[config.mk]
export PLATFORM = sky130hd
export DESIGN_NAME = uart_led_command_frame_parser
export DESIGN_NICKNAME = d
export VERILOG_FILES = /design/src/rtl/ulcfp_pkg.sv /design/src/rtl/ulcfp_parser.sv /design/src/rtl/ulcfp_reply.sv /design/src/rtl/uart_led_command_frame_parser.sv
export SDC_FILE = /design/constraint.sdc
export NUM_CORES = 1
export LEC_CHECK = 0
export BUFFER_PORTS_ARGS = -buffer_cell sky130_fd_sc_hd__buf_2
export CORE_ASPECT_RATIO = 0.75
export CORE_MARGIN = 10
export CORE_UTILIZATION = 33
export CTS_BUF_LIST = sky130_fd_sc_hd__clkbuf_2 sky130_fd_sc_hd__clkbuf_4 sky130_fd_sc_hd__clkbuf_8
export CTS_CLUSTER_DIAMETER = 200
export DETAILED_ROUTE_END_ITERATION = 10
export HOLD_SLACK_MARGIN = 0.02
export SYNTH_ARGS = -nofsm -noshare
export SYNTH_HDL_FRONTEND = slang
export SYNTH_SLANG_ARGS = --single-unit
[constraint.sdc]
create_clock -name clk -period 6.1 [get_ports clk]
set_input_delay 0.915 -clock clk [delete_from_list [all_inputs] [get_ports clk]]
set_output_delay 0.915 -clock clk [all_outputs]
set_load 0.02 [all_outputs]
[src/rtl/ulcfp_pkg.sv]
// Shared types, constants and reply byte table of the LED command frame parser.
`default_nettype none

package ulcfp_pkg;

    // Default configuration of the LED bank.
    localparam int DEFAULT_NUM_LEDS     = 4;
    localparam int DEFAULT_BITS_PER_LED = 3;

    // Header field layout.
    localparam int HEADER_LAST_POS = 3;
    localparam int LONG_FLAG_BIT   = 4;
    localparam int ON_FLAG_BIT     = 7;

    // Last word index of each reply frame.
    localparam logic [2:0] QUERY_LAST_IDX = 3'd5;
    localparam logic [2:0] OK_LAST_IDX    = 3'd6;

    // Reply frame bytes.
    localparam logic [7:0] QUERY_OPEN  = 8'hA1;
    localparam logic [7:0] QUERY_CLOSE = 8'h41;
    localparam logic [7:0] OK_OPEN     = 8'hA2;
    localparam logic [7:0] OK_CLOSE    = 8'h42;
    localparam logic [7:0] CHAR_O      = 8'h4F;
    localparam logic [7:0] CHAR_K      = 8'h4B;

    typedef enum logic [1:0] {
        PHASE_HEADER = 2'd0,
        PHASE_DATA   = 2'd1
    } phase_t;

    typedef enum logic {
        REPLY_QUERY = 1'b0,
        REPLY_OK    = 1'b1
    } reply_kind_t;

    // Request from the parser to start a reply frame.
    typedef struct packed {
        logic        start;
        reply_kind_t kind;
        logic [3:0]  switches;
    } reply_req_t;

    // Byte at position idx of a reply frame.
    function automatic logic [7:0] reply_byte(reply_kind_t kind, logic [2:0] idx,
                                              logic [3:0] switches);
        logic [7:0] b;
        b = 8'h00;
        case (kind)
            REPLY_QUERY:
            begin
                case (idx)
                    3'd0:    b = QUERY_OPEN;
                    3'd4:    b = {4'h0, switches};
                    3'd5:    b = QUERY_CLOSE;
                    default: b = 8'h00;
                endcase
            end
            REPLY_OK:
            begin
                case (idx)
                    3'd0:    b = OK_OPEN;
                    3'd4:    b = CHAR_O;
                    3'd5:    b = CHAR_K;
                    3'd6:    b = OK_CLOSE;
                    default: b = 8'h00;
                endcase
            end
            default: b = 8'h00;
        endcase
        return b;
    endfunction

endpackage

`default_nettype wire

[src/rtl/ulcfp_parser.sv]
// Frame parser: header and data phases, LED pattern register, reply requests.
`default_nettype none

module ulcfp_parser
    import ulcfp_pkg::*;
#(
    parameter int NUM_LEDS     = DEFAULT_NUM_LEDS,
    parameter int BITS_PER_LED = DEFAULT_BITS_PER_LED
)
(
    input  wire logic                             clk,
    input  wire logic                             rst_n,
    input  wire logic                             accept,
    input  wire logic [7:0]                       rx_byte,
    input  wire logic [3:0]                       switch_levels,
    output reply_req_t                            req,
    output logic      [NUM_LEDS*BITS_PER_LED-1:0] led_pattern
);

    localparam int LED_W  = NUM_LEDS * BITS_PER_LED;
    localparam int SLOT_W = $clog2(NUM_LEDS + 1);

    phase_t            phase_reg, phase_next;
    logic [4:0]        byte_position_reg, byte_position_next;
    logic [3:0]        length_nibble_reg, length_nibble_next;
    logic              is_long_frame_reg, is_long_frame_next;
    logic [7:0]        device_mask_reg, device_mask_next;
    logic [LED_W-1:0]  led_pattern_reg, led_pattern_next;
    logic [SLOT_W-1:0] next_led_slot_reg, next_led_slot_next;

    // Parser state registers.
    always_ff @(posedge clk or negedge rst_n)
    begin
        if (!rst_n)
        begin
            phase_reg         <= PHASE_HEADER;
            byte_position_reg <= '0;
            length_nibble_reg <= '0;
            is_long_frame_reg <= 1'b0;
            device_mask_reg   <= '0;
            led_pattern_reg   <= '0;
            next_led_slot_reg <= '0;
        end
        else
        begin
            phase_reg         <= phase_next;
            byte_position_reg <= byte_position_next;
            length_nibble_reg <= length_nibble_next;
            is_long_frame_reg <= is_long_frame_next;
            device_mask_reg   <= device_mask_next;
            led_pattern_reg   <= led_pattern_next;
            next_led_slot_reg <= next_led_slot_next;
        end
    end

    // Next state for one accepted word.
    always_comb
    begin
        logic [1:0] pos;
        logic       found;
        phase_next         = phase_reg;
        byte_position_next = byte_position_reg;
        length_nibble_next = length_nibble_reg;
        is_long_frame_next = is_long_frame_reg;
        device_mask_next   = device_mask_reg;
        led_pattern_next   = led_pattern_reg;
        next_led_slot_next = next_led_slot_reg;
        req.start          = 1'b0;
        req.kind           = REPLY_OK;
        req.switches       = switch_levels;
        pos                = byte_position_reg[1:0];
        found              = 1'b0;

        if (accept)
        begin
            if (phase_reg != PHASE_DATA)
            begin
                // Header phase: collect count, flag and mask.
                if (pos == 2'd0)
                begin
                    is_long_frame_next = rx_byte[LONG_FLAG_BIT];
                    length_nibble_next = rx_byte[3:0];
                end
                phase_next = PHASE_HEADER;
                if (pos != 2'(HEADER_LAST_POS))
                begin
                    byte_position_next = {3'b000, pos} + 5'd1;
                end
                else
                begin
                    device_mask_next   = rx_byte;
                    byte_position_next = '0;
                    next_led_slot_next = '0;
                    if (!is_long_frame_reg)
                    begin
                        if (rx_byte == 8'h00)
                        begin
                            req.start = 1'b1;
                            req.kind  = REPLY_QUERY;
                        end
                        else
                        begin
                            phase_next = PHASE_DATA;
                        end
                    end
                end
            end
            else
            begin
                // Data phase: in an on command, the next masked LED ORs in this colour.
                if (device_mask_reg[ON_FLAG_BIT])
                begin
                    for (int i = 0; i < NUM_LEDS; i++)
                    begin
                        if (!found && (SLOT_W'(i) >= next_led_slot_reg) && device_mask_reg[i])
                        begin
                            led_pattern_next[i*BITS_PER_LED +: BITS_PER_LED] =
                                led_pattern_reg[i*BITS_PER_LED +: BITS_PER_LED] |
                                rx_byte[BITS_PER_LED-1:0];
                            next_led_slot_next = SLOT_W'(i + 1);
                            found              = 1'b1;
                        end
                    end
                    if (!found)
                    begin
                        next_led_slot_next = SLOT_W'(NUM_LEDS);
                    end
                end

                if (byte_position_reg < {1'b0, length_nibble_reg})
                begin
                    byte_position_next = byte_position_reg + 5'd1;
                end
                else
                begin
                    // Last data word: an off command clears the masked LEDs.
                    if (!device_mask_reg[ON_FLAG_BIT])
                    begin
                        for (int i = 0; i < NUM_LEDS; i++)
                        begin
                            if (device_mask_reg[i])
                            begin
                                led_pattern_next[i*BITS_PER_LED +: BITS_PER_LED] = '0;
                            end
                        end
                    end
                    phase_next         = PHASE_HEADER;
                    byte_position_next = '0;
                    next_led_slot_next = '0;
                    req.start          = 1'b1;
                    req.kind           = REPLY_OK;
                end
            end
        end
    end

    assign led_pattern = led_pattern_reg;

endmodule

`default_nettype wire

[src/rtl/ulcfp_reply.sv]
// Reply sender: streams one reply frame a word per cycle while out_ready is high.
`default_nettype none

module ulcfp_reply
    import ulcfp_pkg::*;
(
    input  wire logic       clk,
    input  wire logic       rst_n,
    input  wire reply_req_t req,
    input  wire logic       out_ready,
    output logic            out_valid,
    output logic            free,
    output logic [7:0]      tx_byte,
    output logic            tx_last
);

    logic        busy_reg, busy_next;
    logic [2:0]  idx_reg, idx_next;
    reply_kind_t kind_reg, kind_next;
    logic [3:0]  switches_reg, switches_next;

    // Sender registers; kind and switch copy are payload.
    always_ff @(posedge clk or negedge rst_n)
    begin
        if (!rst_n)
        begin
            busy_reg <= 1'b0;
            idx_reg  <= '0;
        end
        else
        begin
            busy_reg <= busy_next;
            idx_reg  <= idx_next;
        end
    end

    always_ff @(posedge clk)
    begin
        kind_reg     <= kind_next;
        switches_reg <= switches_next;
    end

    // Current word and frame end.
    always_comb
    begin
        tx_byte = reply_byte(kind_reg, idx_reg, switches_reg);
        tx_last = (kind_reg == REPLY_QUERY) ? (idx_reg == QUERY_LAST_IDX)
                                            : (idx_reg == OK_LAST_IDX);
    end

    assign out_valid = busy_reg;
    assign free      = !busy_reg || (out_ready && tx_last);

    // Advance through the frame and load a new one when asked.
    always_comb
    begin
        busy_next     = busy_reg;
        idx_next      = idx_reg;
        kind_next     = kind_reg;
        switches_next = switches_reg;
        if (busy_reg && out_ready)
        begin
            if (tx_last)
            begin
                busy_next = 1'b0;
                idx_next  = '0;
            end
            else
            begin
                idx_next = idx_reg + 3'd1;
            end
        end
        if (req.start)
        begin
            busy_next     = 1'b1;
            idx_next      = '0;
            kind_next     = req.kind;
            switches_next = req.switches;
        end
    end

endmodule

`default_nettype wire

[src/rtl/uart_led_command_frame_parser.sv]
// Top level of the LED command frame parser.
//
// Input channel (in_valid/in_ready): one received serial word per transfer,
// rx_byte plus the current switch_levels, which are sampled on the final
// header word of a switch query.
// Output channel (out_valid/out_ready): reply frames, one word per transfer,
// tx_last high on the final word. led_drive carries the LED pattern as it
// stands after the command that caused the reply; it also drives the LEDs.
// A reply's first word is valid the cycle after the word that completes the
// command is accepted. A switch query reply is 6 words, an LED command reply
// 7 words.
// One input word per cycle while no reply is being sent. During a reply
// in_ready stays low; it rises again in the cycle the final reply word is
// taken: the single reply sender holds one frame at a time.
// When the receiver stalls, the current reply word holds and input waits.
// Reset clears the parser to the header phase and turns all LEDs off.
`default_nettype none

module uart_led_command_frame_parser
    import ulcfp_pkg::*;
#(
    parameter int NUM_LEDS     = DEFAULT_NUM_LEDS,
    parameter int BITS_PER_LED = DEFAULT_BITS_PER_LED
)
(
    input  wire logic                             clk,
    input  wire logic                             rst_n,
    input  wire logic                             in_valid,
    output logic                                  in_ready,
    input  wire logic [7:0]                       rx_byte,
    input  wire logic [3:0]                       switch_levels,
    output logic                                  out_valid,
    input  wire logic                             out_ready,
    output logic      [7:0]                       tx_byte,
    output logic                                  tx_last,
    output logic      [NUM_LEDS*BITS_PER_LED-1:0] led_drive
);

    reply_req_t req;
    logic       free;

    // Parser with the frame state and LED pattern.
    ulcfp_parser #(
        .NUM_LEDS     (NUM_LEDS),
        .BITS_PER_LED (BITS_PER_LED)
    ) u_parser (
        .clk           (clk),
        .rst_n         (rst_n),
        .accept        (in_valid && in_ready),
        .rx_byte       (rx_byte),
        .switch_levels (switch_levels),
        .req           (req),
        .led_pattern   (led_drive)
    );

    // Reply frame sender.
    ulcfp_reply u_reply (
        .clk       (clk),
        .rst_n     (rst_n),
        .req       (req),
        .out_ready (out_ready),
        .out_valid (out_valid),
        .free      (free),
        .tx_byte   (tx_byte),
        .tx_last   (tx_last)
    );

    assign in_ready = free;

endmodule

`default_nettype wire
# After elaboration in Yosys (flattened, before gate mapping)
# Index checks and enable logic that the tools add are counted.
[word_totals]
register_bits = 44
inputBits = 16
elab_cells = 121
[classes]
n_addsub = 3
order_cmp = 5
n_eq_ne = 9
n_mux = 60
bitwise_logic = 7
n_reduce_logical = 26
[op_table]
columns = ["operator", "n"]
rows = [
  ["$mux W3", 20],
  ["$mux W12", 3],
  ["$pmux W8 S4", 1],
  ["$pmux W8 S3", 1],
  ["$mux W1", 21],
  ["$mux W2", 10],
  ["$pmux W8 S2", 1],
  ["$mux W5", 3],
  ["$or A3 B3 Y3", 4],
  ["$logic_and A1 B1 Y1", 10],
  ["$eq A3 B3 Y1 const B", 3],
  ["$logic_not A8 Y1", 1],
  ["$ne A7 B2 Y1 const B", 1],
  ["$ge A1 B3 Y1 const A", 2],
  ["$ge A2 B3 Y1 const A", 2],
  ["$reduce_and A2 Y1", 3],
  ["$reduce_and A3 Y1", 2],
  ["$add A5 B1 Y5 const B", 1],
  ["$lt A5 B4 Y1", 1],
  ["$logic_not A1 Y1", 4],
  ["$ne A2 B1 Y1 const B", 2],
  ["$ne A2 B2 Y1 const B", 2],
  ["$reduce_and A4 Y1", 1],
  ["$reduce_bool A2 Y1", 2],
  ["7 further kinds", 9],
]

# Longest topological paths before layout
# Gate-level depths: netlist of run 1.
[depth]
depth_word = 31
depth_mapped = 8
mapped_depth_nobuf = 7

# By module
# A second synthesis of run 1 with hierarchy kept.
[hier_totals]
hier_cells = 214
hier_area_um2 = 2302.2
[modules_own_cells]
columns = ["module", "n_inst", "cells_each", "area_per_inst_um2", "seq_area_each_um2"]
rows = [
  ["ulcfp_parser", 1, 158, 1730.4, 775.7],
  ["ulcfp_reply", 1, 55, 565.5, 250.2],
  ["uart_led_command_frame_parser", 1, 1, 6.3, 0.0],
]

# Worst setup path before layout of run 1
# No wires, ideal clock.
[synth_path]
path_type = "input port to flip-flop"
from = "in rx_byte[1]"
to = "reg u_reply.kind_reg, enable pin"
setup_time_ps = 381
t_arrival_ps = 1971
required_time_ps = 5719
path_slack_ps = 3748
path_stages = 3
n_path_buf = 0
cell_sequence = "nor4_1 > a41oi_1 > nor3_1"
[synth_between]
elab_chain_len = 6
[synth_rtl]
columns = ["element", "line", "source"]
rows = [
  ["from (decl)", "uart_led_command_frame_parser.sv:30", "input wire logic [7:0] rx_byte,"],
  ["$logic_not A8 Y1", "ulcfp_parser.sv:96", "if (rx_byte == 8'h00)"],
  ["$mux W2", "ulcfp_parser.sv:96", ""],
  ["$mux W2", "ulcfp_parser.sv:94", "if (!is_long_frame_reg)"],
  ["$mux W2", "ulcfp_parser.sv:85", "if (pos != 2'(HEADER_LAST_POS))"],
  ["$mux W2", "ulcfp_parser.sv:76", "if (phase_reg != PHASE_DATA)"],
  ["$mux W2", "ulcfp_parser.sv:74", "if (accept)"],
  ["to (signal assigned)", "ulcfp_reply.sv:39", "kind_reg <= kind_next;"],
  ["to (decl)", "ulcfp_reply.sv:19", "reply_kind_t kind_reg, kind_next;"],
]
# Every way passes these cells.
# A chain may end at the register's enable or synchronous reset.

# Final worst setup path of run 1
[layout_path]
from = "reg u_reply.idx_reg[1]"
to = "out in_ready"
[layout_between]
elab_chain_len = 4
word_cells_on_any_way = 5
classes_between = "2 x eq/ne; 1 x mux; 2 x reduce/logical"
[layout_rtl]
columns = ["element", "line", "source"]
rows = [
  ["from (decl)", "ulcfp_reply.sv:18", "logic [2:0] idx_reg, idx_next;"],
  ["from (signal assigned)", "ulcfp_reply.sv:33", "idx_reg <= idx_next;"],
  ["$eq A3 B3 Y1 (on tied branches)", "ulcfp_reply.sv:47, ulcfp_reply.sv:48", ""],
  ["$mux W1 (*)", "ulcfp_reply.sv:47", "tx_last = (kind_reg == REPLY_QUERY) ? (idx_reg == QUERY_LAST_IDX)"],
  ["$logic_and A1 B1 Y1 (*)", "ulcfp_reply.sv:52", "assign free = !busy_reg || (out_ready && tx_last);"],
  ["$logic_or A1 B1 Y1 (*)", "ulcfp_reply.sv:52", ""],
  ["to (decl)", "uart_led_command_frame_parser.sv:29", "output logic in_ready,"],
]
# Mark *: on every way between the ends. The rest lies on a longest branch, timed or not.

==> results of run 1 <==
==> worst max-delay path: stages, from the launching register on <==
cell                      delay, ns
sky130_fd_sc_hd__dfrtp_1       0.43
sky130_fd_sc_hd__inv_1         0.12
sky130_fd_sc_hd__ha_1          0.23
sky130_fd_sc_hd__mux2_2        0.32
sky130_fd_sc_hd__a31oi_1       0.36
sky130_fd_sc_hd__inv_1         0.13
sky130_fd_sc_hd__buf_2         0.19
==> per-layer routing <==
metal / part of all wire, % / global-route usage [%]
met3: 5.2 / 3.18
met2: 42 / 15.9
met4: 1.6 / 4.89
met5: 0 / 0
met1: 51 / 14.5
==> per-stage QoR <==
step / util, % / total power [W] / hold slack, ns / cells
after floorplan: - / 0.000781 / 0.470 / 206
after global placement: 39.0 / 0.000907 / 0.489 / 313
after detailed placement: 39.0 / 0.000913 / 0.493 / 313
after CTS: 40.9 / 0.00114 / 0.513 / 321
after global routing: 40.9 / 0.00123 / 0.553 / 321
final: 40.9 / 0.00114 / 0.511 / 321
==> power groups by stage <==
stage               combinational (W)  sequential (W)  clock, W
floorplan                    0.000383        0.000398         0
global placement             0.000467        0.000439         0
detailed placement           0.000473        0.000440         0
CTS                          0.000475        0.000436  0.000229
global route                 0.000533        0.000451  0.000245
finish                       0.000472        0.000438  0.000226
==> Yosys cell counts (4+ instances only) <==
cell | instances | area, um2
sky130_fd_sc_hd__o21a_1 | 4 | 30.0
sky130_fd_sc_hd__a21oi_1 | 30 | 150
sky130_fd_sc_hd__inv_1 | 13 | 48.8
sky130_fd_sc_hd__dfrtp_1 | 35 | 876
sky130_fd_sc_hd__nand2_1 | 11 | 41.3
sky130_fd_sc_hd__edfxtp_1 | 5 | 150
sky130_fd_sc_hd__mux2_2 | 11 | 124
sky130_fd_sc_hd__nor3_1 | 5 | 25.0
sky130_fd_sc_hd__ha_1 | 9 | 113
sky130_fd_sc_hd__nand3_1 | 5 | 25.0
sky130_fd_sc_hd__o21ai_0 | 6 | 30.0
sky130_fd_sc_hd__nor2_1 | 18 | 67.6
==> logic make-up (layout without fill, tap and decap cells) <==
| kind of cell | Yosys count | after routing |
|---|---|---|
| buffers and inverters | 21 | 58 |
| AOI/OAI and AO/OA | 63 | 63 |
| and+or+nand+nor | 61 | 61 |
| DFF | 40 | 40 |
| muxes | 11 | 11 |
| adders and majority gates | 9 | 9 |
| other | 1 | 1 |
==> final cells by class <==
type	count	area share (%)
Sequential cell	40	42.2
Multi-Input combinational cell	145	39.4
Timing Repair Buffer	37	7.62
Tap cell	78	4.01
Clock buffer	5	2.83
Inverter	13	2.01
Clock inverter	3	1.90
==> how the worst max path moves through the flow <==
stage / depth (start not counted) / from / to / slack (ns)
6_report: 6 / u_reply.idx_reg[1] / in_ready / 3.11
5_1_grt: 6 / u_reply.idx_reg[1] / in_ready / 2.98
4_1_cts: 6 / u_reply.idx_reg[1] / in_ready / 3.10
3_5_place_dp: 4 / rx_byte[1] / u_reply.switches_reg[2] / 3.29
3_3_place_gp: 4 / rx_byte[3] / u_reply.switches_reg[0] / 3.33
2_1_floorplan: 3 / rx_byte[1] / u_reply.kind_reg / 3.75
==> cells in the final DEF, fill, tap and decap left out, types with 4 or more instances in the layout <==
cell type / n
sky130_fd_sc_hd__nand2_1: 11
sky130_fd_sc_hd__inv_1: 13
sky130_fd_sc_hd__buf_2: 37
sky130_fd_sc_hd__mux2_2: 11
sky130_fd_sc_hd__o21ai_0: 6
sky130_fd_sc_hd__a21oi_1: 30
sky130_fd_sc_hd__o21a_1: 4
sky130_fd_sc_hd__dfrtp_1: 35
sky130_fd_sc_hd__nor3_1: 5
sky130_fd_sc_hd__ha_1: 9
sky130_fd_sc_hd__edfxtp_1: 5
sky130_fd_sc_hd__nand3_1: 5
sky130_fd_sc_hd__clkbuf_8: 5
sky130_fd_sc_hd__nor2_1: 18
==> results.txt, run 1 <==
After clock tree synthesis, the clock-pin slew on the worst setup and hold paths is 0.08 ns. The endpoint identified for the worst register-to-register timing path is u_reply.switches_reg[1]. The required time at the endpoint of the critical path was 5.18 ns. Measured along the y axis, the die boundary spans 88.6 um. The run finished with clean final reports. The run gives 958 um2 as the area used by multi-input combinational logic.

For the setup slack of the most critical reg-to-reg path, the log shows 3.79 ns. The number of hold buffers added after cts came out at 0. The combinational family with the most area after synthesis is compound AO/OA/AOI/OAI gates. The floorplan step set the die width to 112 um.

For the initial antenna violation count, the log shows 0. The part of the total power dissipated in the clock network was 19.9%; the row count was 24. The number of flip-flops under the largest register name is 12. The async set or reset register ratio after synthesis is 87.5%, and the slew of the pin with the lowest slew margin is 0.916 ns. The logs give 2 for the number of levels the H-tree was split into and 147 uV for the peak supply drop.

In the final layout, the share of cells above drive strength 1 is 25.1%. The floorplan step defined a die boundary enclosing 0.00989 mm2. In this run the worst path has a maximum fanout of 5. After routing the design area is 0.00243 mm2. The tool flagged a number of max-cap violations equal to 0. After Yosys synthesis, full adders, half adders and majority gates account for 5.43% of the synthesized area. The kind of end point of the critical path is an output pin. In the routed design, unresolved DRC markers number 0.

The worst pin sits at a relative slew slack of 38.5%. Startpoint of the worst-slack reg-to-reg timing path: u_parser.byte_position_reg[3]. The hold path depth was 1; the wire length of the first global-routing pass was 8.79 mm. Setup repair after global routing left no endpoint under its margin.

In this run the deepest clock path goes through 2 buffers. The final critical path takes up 49.0% of the cycle. For the routability congestion estimate, the log shows 0.798. Wires add up to 5.01 mm. Dividing the detail-routed via count by the number of cells gives 5.10. Worst hold-check path type: reg2reg. The tools report the count of nets after finishing as 267.

For the count of pins over their slew limit, the log shows 0. The cell sitting at the root of the clock tree is a sky130_fd_sc_hd__clkbuf_8. The total grt overflow is 0, and the number of inserted diodes is 0. The tools report the number of endpoints with negative hold slack in the final report as 0. Type of the setup path with the least slack: reg2out. TritonCTS built the clock tree.

Number of port buffers: 37. In this run, synthesis produced a sequential element count of 40. The mapped netlist covers 0.00207 mm2. The logs give 0.000653 W for the internal power consumption and 0.31 ns for the source-to-sink clock delay at the later pin of the worst-skew pair. Multiplexer cells account for 5.97% of the synthesized area.

The fraction of the mapped netlist area in compound gates is 19.7%, and the setup slack of the critical path after layout is 3.11 ns. The region available for standard cell placement spans 0.00595 mm2. For this run, the top clock speed supported by timing is 335 MHz.

For this design the total switching power over the nets is 0.000483 W. Entering global routing, the biggest net connects 36 pins. Across the whole layout, storage elements account for 0.00103 mm2. Clock period minus final worst setup slack: 2.99 ns. Before CTS, the worst setup slack after placement is 3.29 ns.

Standard cell area after detailed placement: 0.00232 mm2. TritonCTS buffer count: 5. The number of setup buffers added after CTS is 0.

The iteration-0 DRC count of the detailed router is 106. After Yosys synthesis, and, or, nand and nor cells account for 15.0% of the synthesized area. In the synthesized netlist the dominant register cell turns out to be sky130_fd_sc_hd__dfrtp_1. For the detailed-routing iteration count for the pre-antenna-repair pass, the log shows 4. Detailed placement finished with a half-perimeter wire length of 3.86 mm. The area growth from synthesis to layout is 17.3%. Startpoint type of the worst setup path: a flip-flop. In the global route stage, overall resource usage came out at 10.9%.

Ratio of total power to cell area: 467 mW/mm2. The tools report the leakage component of the power as 1.15 nW. The run gives 0 as the count of yosys warnings during synthesis. Per report_power, the combinational group accounts for 41.5% of the total. The synthesized netlist contains 43 unique library cells. Synthesis produced 206 cells. Across the routed clock network, the largest skew measured is 0.00780 ns. The fraction of power consumed by sequential logic was 38.6%; the sum of negative setup slack was 0 ns.

Dividing the synthesized area by the synthesized cell count gives 10.1 um2. The post-synth net total is 231. The worst hold path terminates at u_parser.led_pattern[1]. In this run, synthesis inferred 5 flip-flops with an integrated enable.

Gates resized during post-CTS repair numbered 0. 39 I/O pins were placed. The run gives 49.5% as the sequential cell area fraction in the yosys report. The startpoint identified for the worst hold timing path is u_parser.led_pattern[1]. For the final-report setup violation count, the log shows 0.

The logs give 1676 for the number of global-route vias before repair and 2.07 ns for the endpoint arrival time on the critical path. Across all layers, the routed design uses 1636 vias. Of the total power, the share spent switching nets is 42.5%. The cell depth of the worst flop-to-flop path was 5; the routed length per instance was 15.6 um. The antenna violation net count after detailed routing is 0, and the share of the synthesized netlist area taken by xor and xnor gates is 0%.

The filler cell count is 596, and the starting utilization of the core area is 34.9%. The total clock sinks came out at 40.
(Power assumes the default switching activity.)
==> run 2: changes to the inputs <==
--- a/config.mk
+++ b/config.mk
@@ -5,6 +5,7 @@
 export SDC_FILE = /design/constraint.sdc
 export NUM_CORES = 1
 export LEC_CHECK = 0
+export ABC_AREA = 1
 export BUFFER_PORTS_ARGS = -buffer_cell sky130_fd_sc_hd__buf_2
 export CORE_ASPECT_RATIO = 0.75
 export CORE_MARGIN = 10
==> constraint.sdc (replaced) <==
create_clock -name clk -period 2.83 [get_ports clk]
set_input_delay 0.4245 -clock clk [delete_from_list [all_inputs] [get_ports clk]]
set_output_delay 0.4245 -clock clk [all_outputs]
set_load 0.02 [all_outputs]
==> results.txt, run 2 <==
The run finished with clean final reports. The count of yosys warnings during synthesis was 0 (unchanged). The total clock sinks is 40 (unchanged), and the area inside the core boundary is 0.00686 mm2 (+15%).

For the setup slack of the most critical reg-to-reg path, the log shows 0.89 ns (-2.90 ns). The commonest cells after synthesis are sky130_fd_sc_hd__nand2_1 (68), sky130_fd_sc_hd__nor2_1 (48), sky130_fd_sc_hd__dfrtp_1 (35), sky130_fd_sc_hd__inv_1 (35), sky130_fd_sc_hd__nand3_1 (22). The type of the setup path with the least slack was reg2out. The tools report the global-route usage over all layers as 10.6% (-0.24 points). Total via count in the routed design: 1942 (+19%). The max capacitance violation total is 0 (unchanged). The routability congestion estimate is 0.874 (+9.5%), and the number of endpoints with negative hold slack in the final report is 0 (unchanged). The tools report the number of hold buffers added after cts as 0 (unchanged).

The height of the chip came out at 92.9 um (+4.8%). The run gives 5.43 mm (+8.5%) as the sum of routed wire length over all layers. The vias per cell was 4.53 (-11%); the number of port buffers was 37 (unchanged). For the die area, the log shows 0.0109 mm2 (+10%). The endpoint identified for the worst register-to-register timing path is u_reply.switches_reg[2].

The run gives 31 (-28%) as the distinct cell type count of the synthesized netlist. The instance count of the mapped netlist was 289 (+40%); the detailed-routing iteration count for the pre-antenna-repair pass was 4 (unchanged). The startpoint identified for the worst register-to-register timing path is u_reply.idx_reg[1]. The share of the clock period used by the worst path was 77.7%; the ratio of total power to cell area was 920 mW/mm2 (+97%).

The wire length of the first global-routing pass was 9.54 mm (+8.5%); the number of flops mapped to enable cells by yosys was 5 (unchanged). The routed length per instance came out at 12.7 um (-19%). The area fraction of the dominant cell type after synthesis works out to 37.4% (-4.8 points). The most used flip-flop cell after synthesis is sky130_fd_sc_hd__dfrtp_1. Leading cell type in the layout, fill and taps excluded: sky130_fd_sc_hd__nand2_1. The cell depth of the worst flop-to-flop path works out to 8 (+3).

The run gives 0 (unchanged) as the antenna violation net count after detailed routing. The required time at the endpoint of the critical path was 2.41 ns (-2.77 ns); the number of inserted diodes was 0 (unchanged). For the finished layout, the period the worst path requires is 2.20 ns. The tools report the peak supply drop as 339 uV (+130%).

The endpoint arrival time on the critical path was 1.78 ns (-0.29 ns). The post-cts sizing count is 0 (unchanged), and the combinational fraction of design power is 48.2% (+6.7 points). The logs give 0.29 ns (-0.02 ns) for the source-to-sink clock delay at the later pin of the worst-skew pair and 0 (unchanged) for the post-CTS setup buffer count. Setup repair after global routing left no endpoint under its margin.

For the count of pins over their slew limit, the log shows 0 (unchanged). The logs give 191 (+80%) for the iteration-0 DRC count of the detailed router and 26 (+8.3%) for the row count. The tools report the total grt overflow as 0 (unchanged). For the DRC violation count after routing, the log shows 0 (unchanged).

Kind of end point of the critical path: an output pin. The tools report the part of the total power dissipated in the clock network as 14.6% (-5.3 points). In the post-synthesis netlist, the biggest area contributors are sky130_fd_sc_hd__dfrtp_1 (37%), sky130_fd_sc_hd__nand2_1 (11%), sky130_fd_sc_hd__nor2_1 (7.7%). The run gives 2 (unchanged) as the number of levels the H-tree was split into. The run gives 0.630 ns (-2.48 ns) as the setup slack of the critical path after layout.

The critical path goes through inv_1, ha_1, nand2_1, o21ai_0, nand2_1, o21ai_0, buf_2. For the finished layout cell area, the log shows 0.00270 mm2 (+11%). The async set or reset register ratio after synthesis came out at 87.5% (unchanged). The library cells used most frequently in the layout, excluding fill and tap cells, are sky130_fd_sc_hd__nand2_1 (68), sky130_fd_sc_hd__nor2_1 (48), sky130_fd_sc_hd__buf_2 (37), sky130_fd_sc_hd__inv_1 (35), sky130_fd_sc_hd__dfrtp_1 (35). The TritonCTS buffer count was 5 (unchanged). Worst hold-check path type: in2async. The standard cell area after detailed placement is 0.00262 mm2 (+13%), and the post-synth design cell area is 0.00234 mm2 (+13%). The logs give 34.1% (-0.78 points) for the starting utilization of the core area and 39.4% (-1.5 points) for the core occupancy in the finished layout.

Compared with the post-synthesis result, the final layout area differs by 15.6%. The tools report the largest net degree at the start of global routing as 36 (unchanged). sky130_fd_sc_hd__dfrtp_1 takes more of the synthesized area than any other cell. The count of nets after finishing is 355 (+33%), and the maximum count of clock buffers along a single path is 2 (unchanged). The run gives 0.00130 W (+99%) as the internal power consumption. The tools report the sum of negative setup slack as 0 ns (unchanged).

The mean area per synthesized cell works out to 8.10 um2 (-20%). Clock tree root buffer cell: sky130_fd_sc_hd__clkbuf_8. The minimum setup slack after placement came out at 0.872 ns (-2.41 ns). The run gives 45.6% (+7.2 points) as the headroom to the max-slew limit. TritonCTS built the clock tree.

The fraction of power spent switching nets works out to 47.9% (+5.4 points). The width of the chip works out to 117 um (+5.1%). Derived from the worst setup path, the maximum achievable clock frequency is 455 MHz. The worst stage delay on the critical path was 0.44 ns (about the same). Most frequent cell after synthesis: sky130_fd_sc_hd__nand2_1.

The largest fanout on the critical path came out at 5 (unchanged). STA classifies the critical path startpoint as a flip-flop. The sequential cell area fraction in the yosys report was 43.9% (-5.6 points). Clock slew at the register clock pins of the worst setup and hold paths: 0.08 ns (about the same). The number of global-route vias before repair is 2024 (+21%), and the leakage component of the power is 1.43 nW (+24%). The slew of the pin with the lowest slew margin is 0.815 ns (-0.100 ns), and the worst path buffer plus inverter count is 2 (-1). The fraction of power consumed by sequential logic was 37.2% (-1.4 points); the final-report setup violation count was 0 (unchanged). For this design, the slowest cell found on the critical path is sky130_fd_sc_hd__dfrtp_1.

The clock tree skew after final layout was 0.00533 ns (-0.00247 ns); the half-perimeter wire length after placement was 4.37 mm (+13%). The post-synth net total was 314 (+36%). The share of cells above drive strength 1 was 21.1% (-4.0 points). The number of storage elements in the synthesis netlist is 40 (unchanged).

For the overall power after layout, the log shows 0.00249 W (+120%). For the I/O pin total, the log shows 39 (unchanged). The logs give 0.00119 W (+150%) for the switching power of the nets and 0 (unchanged) for the initial antenna violation count.

Gate family responsible for the most delay along the worst path: flip-flops. The number of flip-flops under the largest register name came out at 12 (unchanged).
-- run 2: worst reg2reg max path: stages, from the launching register on --
cell	delay [ns]
sky130_fd_sc_hd__dfrtp_1	0.44
sky130_fd_sc_hd__inv_1	0.12
sky130_fd_sc_hd__ha_1	0.22
sky130_fd_sc_hd__nand3_4	0.10
sky130_fd_sc_hd__nand2_4	0.11
sky130_fd_sc_hd__nand2_4	0.07
sky130_fd_sc_hd__a21boi_4	0.26
sky130_fd_sc_hd__nand3_4	0.15
sky130_fd_sc_hd__inv_1	0.18
-- run 2: area by class of cell --
type / instances / area (um2)
inverters: 40 / 153
flip-flops and latches: 40 / 1030
repair buffers: 37 / 185
well taps: 98 / 123
multi-input cells: 206 / 1130
clock inverters: 3 / 13.8
fillers: 733 / 4160
clock buffers: 5 / 68.8
-- run 2: kinds of logic (layout without fill, tap and decap cells) --
family                     after synthesis  count (layout)  synth area share, %
AOI/OAI and AO/OA                       27              27                 6.85
xor gates and xnor gates                 1               1                0.374
adders and majority gates                9               9                 4.81
buffers and inverters                   43              85                 7.65
DFF                                     40              40                 43.9
other                                    1               1                0.160
and+or+nand+nor                        168             168                 36.3
-- run 2: power by group through the flow --
stage / Sequential, W / Combinational (W) / Clock [W]
3_3_place_gp: 0.000934 / 0.00118 / 0
4_1_cts: 0.000926 / 0.00121 / 0.000378
5_1_grt: 0.000956 / 0.00136 / 0.000405
6_report: 0.000925 / 0.00120 / 0.000364
3_5_place_dp: 0.000936 / 0.00120 / 0
2_1_floorplan: 0.000913 / 0.000904 / 0
-- run 2: worst max path at each step --
| stage | endpoint | cells past startpoint | startpoint |
|---|---|---|---|
| after floorplan | tx_byte[0] | 6 | u_reply.idx_reg[1] |
| after global placement | u_reply.switches_reg[2] | 8 | u_reply.idx_reg[1] |
| after detailed placement | u_reply.switches_reg[0] | 8 | u_reply.idx_reg[1] |
| after CTS | tx_byte[0] | 7 | u_reply.idx_reg[1] |
| after global routing | tx_byte[3] | 7 | u_reply.idx_reg[1] |
| final | tx_byte[0] | 7 | u_reply.idx_reg[1] |
-- run 2: through the flow --
stage,std cells,hold slack [ns]
global route,429,0.277
CTS,429,0.246
finish,429,0.220
global placement,421,0.463
floorplan,289,0.129
detailed placement,421,0.459
-- run 2: metal layers --
metal / up-vias / wire [um] / global-route usage (%)
li1: 1010 / - / -
met1: 872 / 2900 / 15.5
met2: 54 / 2130 / 14.3
met3: 6 / 357 / 3.22
met4: 0 / 42 / 3.49
met5: - / 0 / 0
==> run 3: changes to the inputs <==
==> constraint.sdc (replaced) <==
create_clock -name clk -period 1.9 [get_ports clk]
set_input_delay 0.285 -clock clk [delete_from_list [all_inputs] [get_ports clk]]
set_output_delay 0.285 -clock clk [all_outputs]
set_load 0.02 [all_outputs]
==> results.txt, run 3 (synthesized netlist as in run 2, its figures left out) <==
Static timing analysis puts the maximum clock frequency at 543 MHz. The iteration-0 DRC count of the detailed router was 88 (-54%); the initial antenna violation count was 0 (unchanged). The standard cell area after detailed placement is 0.00267 mm2 (+2.0%). Routability congestion estimate: 0.845 (-3.4%).

The peak supply drop was 475 uV (+40%); the overall power after layout was 0.00416 W (+67%). The cell depth of the worst flop-to-flop path is 8 (unchanged). The setup slack of the most critical reg-to-reg path is 0.14 ns (-0.75 ns).

The endpoint of the lowest-slack register-to-register path is u_reply.switches_reg[1]. The width of the chip was 117 um (unchanged). The largest fanout on the critical path is 8 (+3).

The run gives 0 (unchanged) as the number of endpoints with negative hold slack in the final report. The routed length per instance came out at 12.4 um (-1.7%). The count of nets after finishing is 366 (+3.1%). I/O pin total: 39 (unchanged).

Max capacitance violation total: 0 (unchanged). Leading cell type in the layout, fill and taps excluded: sky130_fd_sc_hd__nand2_1. The leakage component of the power was 1.51 nW (+5.7%); the share of cells above drive strength 1 was 29.5% (+8.4 points). Relative to the synthesized area, the layout overhead comes to 24.6%. The type of the setup path with the least slack is reg2out. The required time at the endpoint of the critical path is 1.62 ns (-0.79 ns), and the count of pins over their slew limit is 0 (unchanged). The minimum setup slack after placement was 0.0917 ns (-0.781 ns). The row count is 26 (unchanged), and the clock slew at the register clock pins of the worst setup and hold paths is 0.08 ns (about the same). The tools report the total via count in the routed design as 2005 (+3.2%). The run gives 1915 (-5.4%) as the number of global-route vias before repair. The setup slack of the critical path after layout came out at 0.0574 ns (-0.573 ns). Clock tree skew after final layout: 0.00506 ns (-0.000272 ns).

The tree is rooted in a sky130_fd_sc_hd__clkbuf_8. The startpoint of the worst-slack reg-to-reg timing path was u_parser.byte_position_reg[3]. The run gives 0.00292 mm2 (+7.8%) as the finished layout cell area.

The worst hold-check path type is in2async. The ratio of total power to cell area came out at 1430 mW/mm2 (+55%). The library cells used most frequently in the layout, excluding fill and tap cells, are sky130_fd_sc_hd__nand2_1 (65), sky130_fd_sc_hd__nor2_1 (48), sky130_fd_sc_hd__dfrtp_1 (34), sky130_fd_sc_hd__buf_2 (32), sky130_fd_sc_hd__inv_1 (31). The kind of end point of the critical path was an output pin. After layout, the worst path uses 97.0% of the clock period. The flow ran to the end, and the final reports show no timing, DRC or antenna violations.

Global-route usage over all layers: 10.2% (-0.44 points). The height of the chip was 92.9 um (unchanged). The logs give 36 (unchanged) for the largest net degree at the start of global routing and 5.48 mm (+0.81%) for the sum of routed wire length over all layers.

The wire length of the first global-routing pass is 8.94 mm (-6.2%), and the area used by multi-input combinational logic is 0.00123 mm2 (+8.6%). Detailed-routing iteration count for the pre-antenna-repair pass: 5 (+1). The number of inserted diodes was 0 (unchanged); the total clock sinks was 40 (unchanged). The clock period minus final worst setup slack is 1.84 ns, and the die area is 0.0109 mm2 (unchanged). The antenna violation net count after detailed routing is 0 (unchanged), and the area used by sequential logic in the layout is 0.00103 mm2 (+0.12%). For the total grt overflow, the log shows 0 (unchanged).

The half-perimeter wire length after placement was 4.25 mm (-2.7%). The DRC violation count after routing is 0 (unchanged), and the endpoint arrival time on the critical path is 1.56 ns (-0.22 ns). The final-report setup violation count is 0 (unchanged), and the number of levels the H-tree was split into is 2 (unchanged).

The maximum count of clock buffers along a single path is 2 (unchanged), and the core occupancy in the finished layout is 42.5% (+3.1 points). The filler cell count is 707 (-3.5%), and the number of flip-flops under the largest register name is 12 (unchanged). For the TritonCTS buffer count, the log shows 5 (unchanged).

The starting utilization of the core area was 34.1% (unchanged). The number of port buffers was 37 (unchanged). The vias per cell came out at 4.56 (+0.66%). The logs give 0.29 ns (about the same) for the source-to-sink clock delay at the later pin of the worst-skew pair and 0.00686 mm2 (unchanged) for the area inside the core boundary.

STA classifies the critical path startpoint as a flip-flop. TritonCTS built the clock tree.
## run 3: timing repair
action                                  in CTS  in global routing
buffers inserted                             3                  1
pin swaps                                    3                  5
endpoints found under the setup margin       6                 30
resized for setup                           18                 22
hold buffers                                 0                  0
## run 3: worst max-delay path by stage
stage	startpoint	endpoint	slack, ns
after floorplan	u_reply.idx_reg[1]	u_reply.kind_reg	0.11
after global placement	u_reply.idx_reg[1]	u_parser.led_pattern[1]	0.10
after detailed placement	u_reply.idx_reg[1]	u_parser.led_pattern[7]	0.09
after CTS	u_reply.idx_reg[0]	tx_byte[3]	0.01
after global routing	u_parser.length_nibble_reg[3]	u_parser.led_pattern[1]	-0.005
final	u_reply.idx_reg[1]	in_ready	0.06
## run 3: final cells by class
class / count / area share, %
clock inverter: 2 / 0.343
tap: 98 / 4.21
clock buffer: 6 / 2.83
timing repair buffer: 48 / 9.87
inverter: 40 / 5.24
multi-input combinational: 206 / 42.3
sequential: 40 / 35.2
## run 3: worst max-delay path, stage by stage (launching register included)
cell                      delay (ns)
sky130_fd_sc_hd__dfrtp_1        0.41
sky130_fd_sc_hd__buf_4          0.18
sky130_fd_sc_hd__ha_4           0.17
sky130_fd_sc_hd__nand3_4        0.06
sky130_fd_sc_hd__nand2_4        0.08
sky130_fd_sc_hd__nand2_4        0.10
sky130_fd_sc_hd__nand2_8        0.09
sky130_fd_sc_hd__buf_4          0.18
## run 3: routing by layer
| layer | vias to the layer above | track usage (%) | wire length (um) |
|---|---|---|---|
| met1 | 910 | 14.7 | 2880 |
| met5 | - | 0 | 0 |
| li1 | 1031 | - | - |
| met2 | 56 | 14.0 | 2230 |
| met4 | 0 | 3.39 | 61 |
| met3 | 8 | 2.97 | 303 |
## run 3: stage by stage
step	instances	hold WS, ns	setup TNS [ns]
after global placement	428	0.352	0
final	440	0.00711	0
after detailed placement	428	0.356	0
after floorplan	289	-0.0106	0
after global routing	440	0.0390	-0.00697
after CTS	439	0.0338	0
## run 3: where the power goes
group	switching [W]	internal (W)
clock network	0.000297	0.000290
registers	0.000264	0.00111
logic	0.00137	0.000831
total	0.00193	0.00223
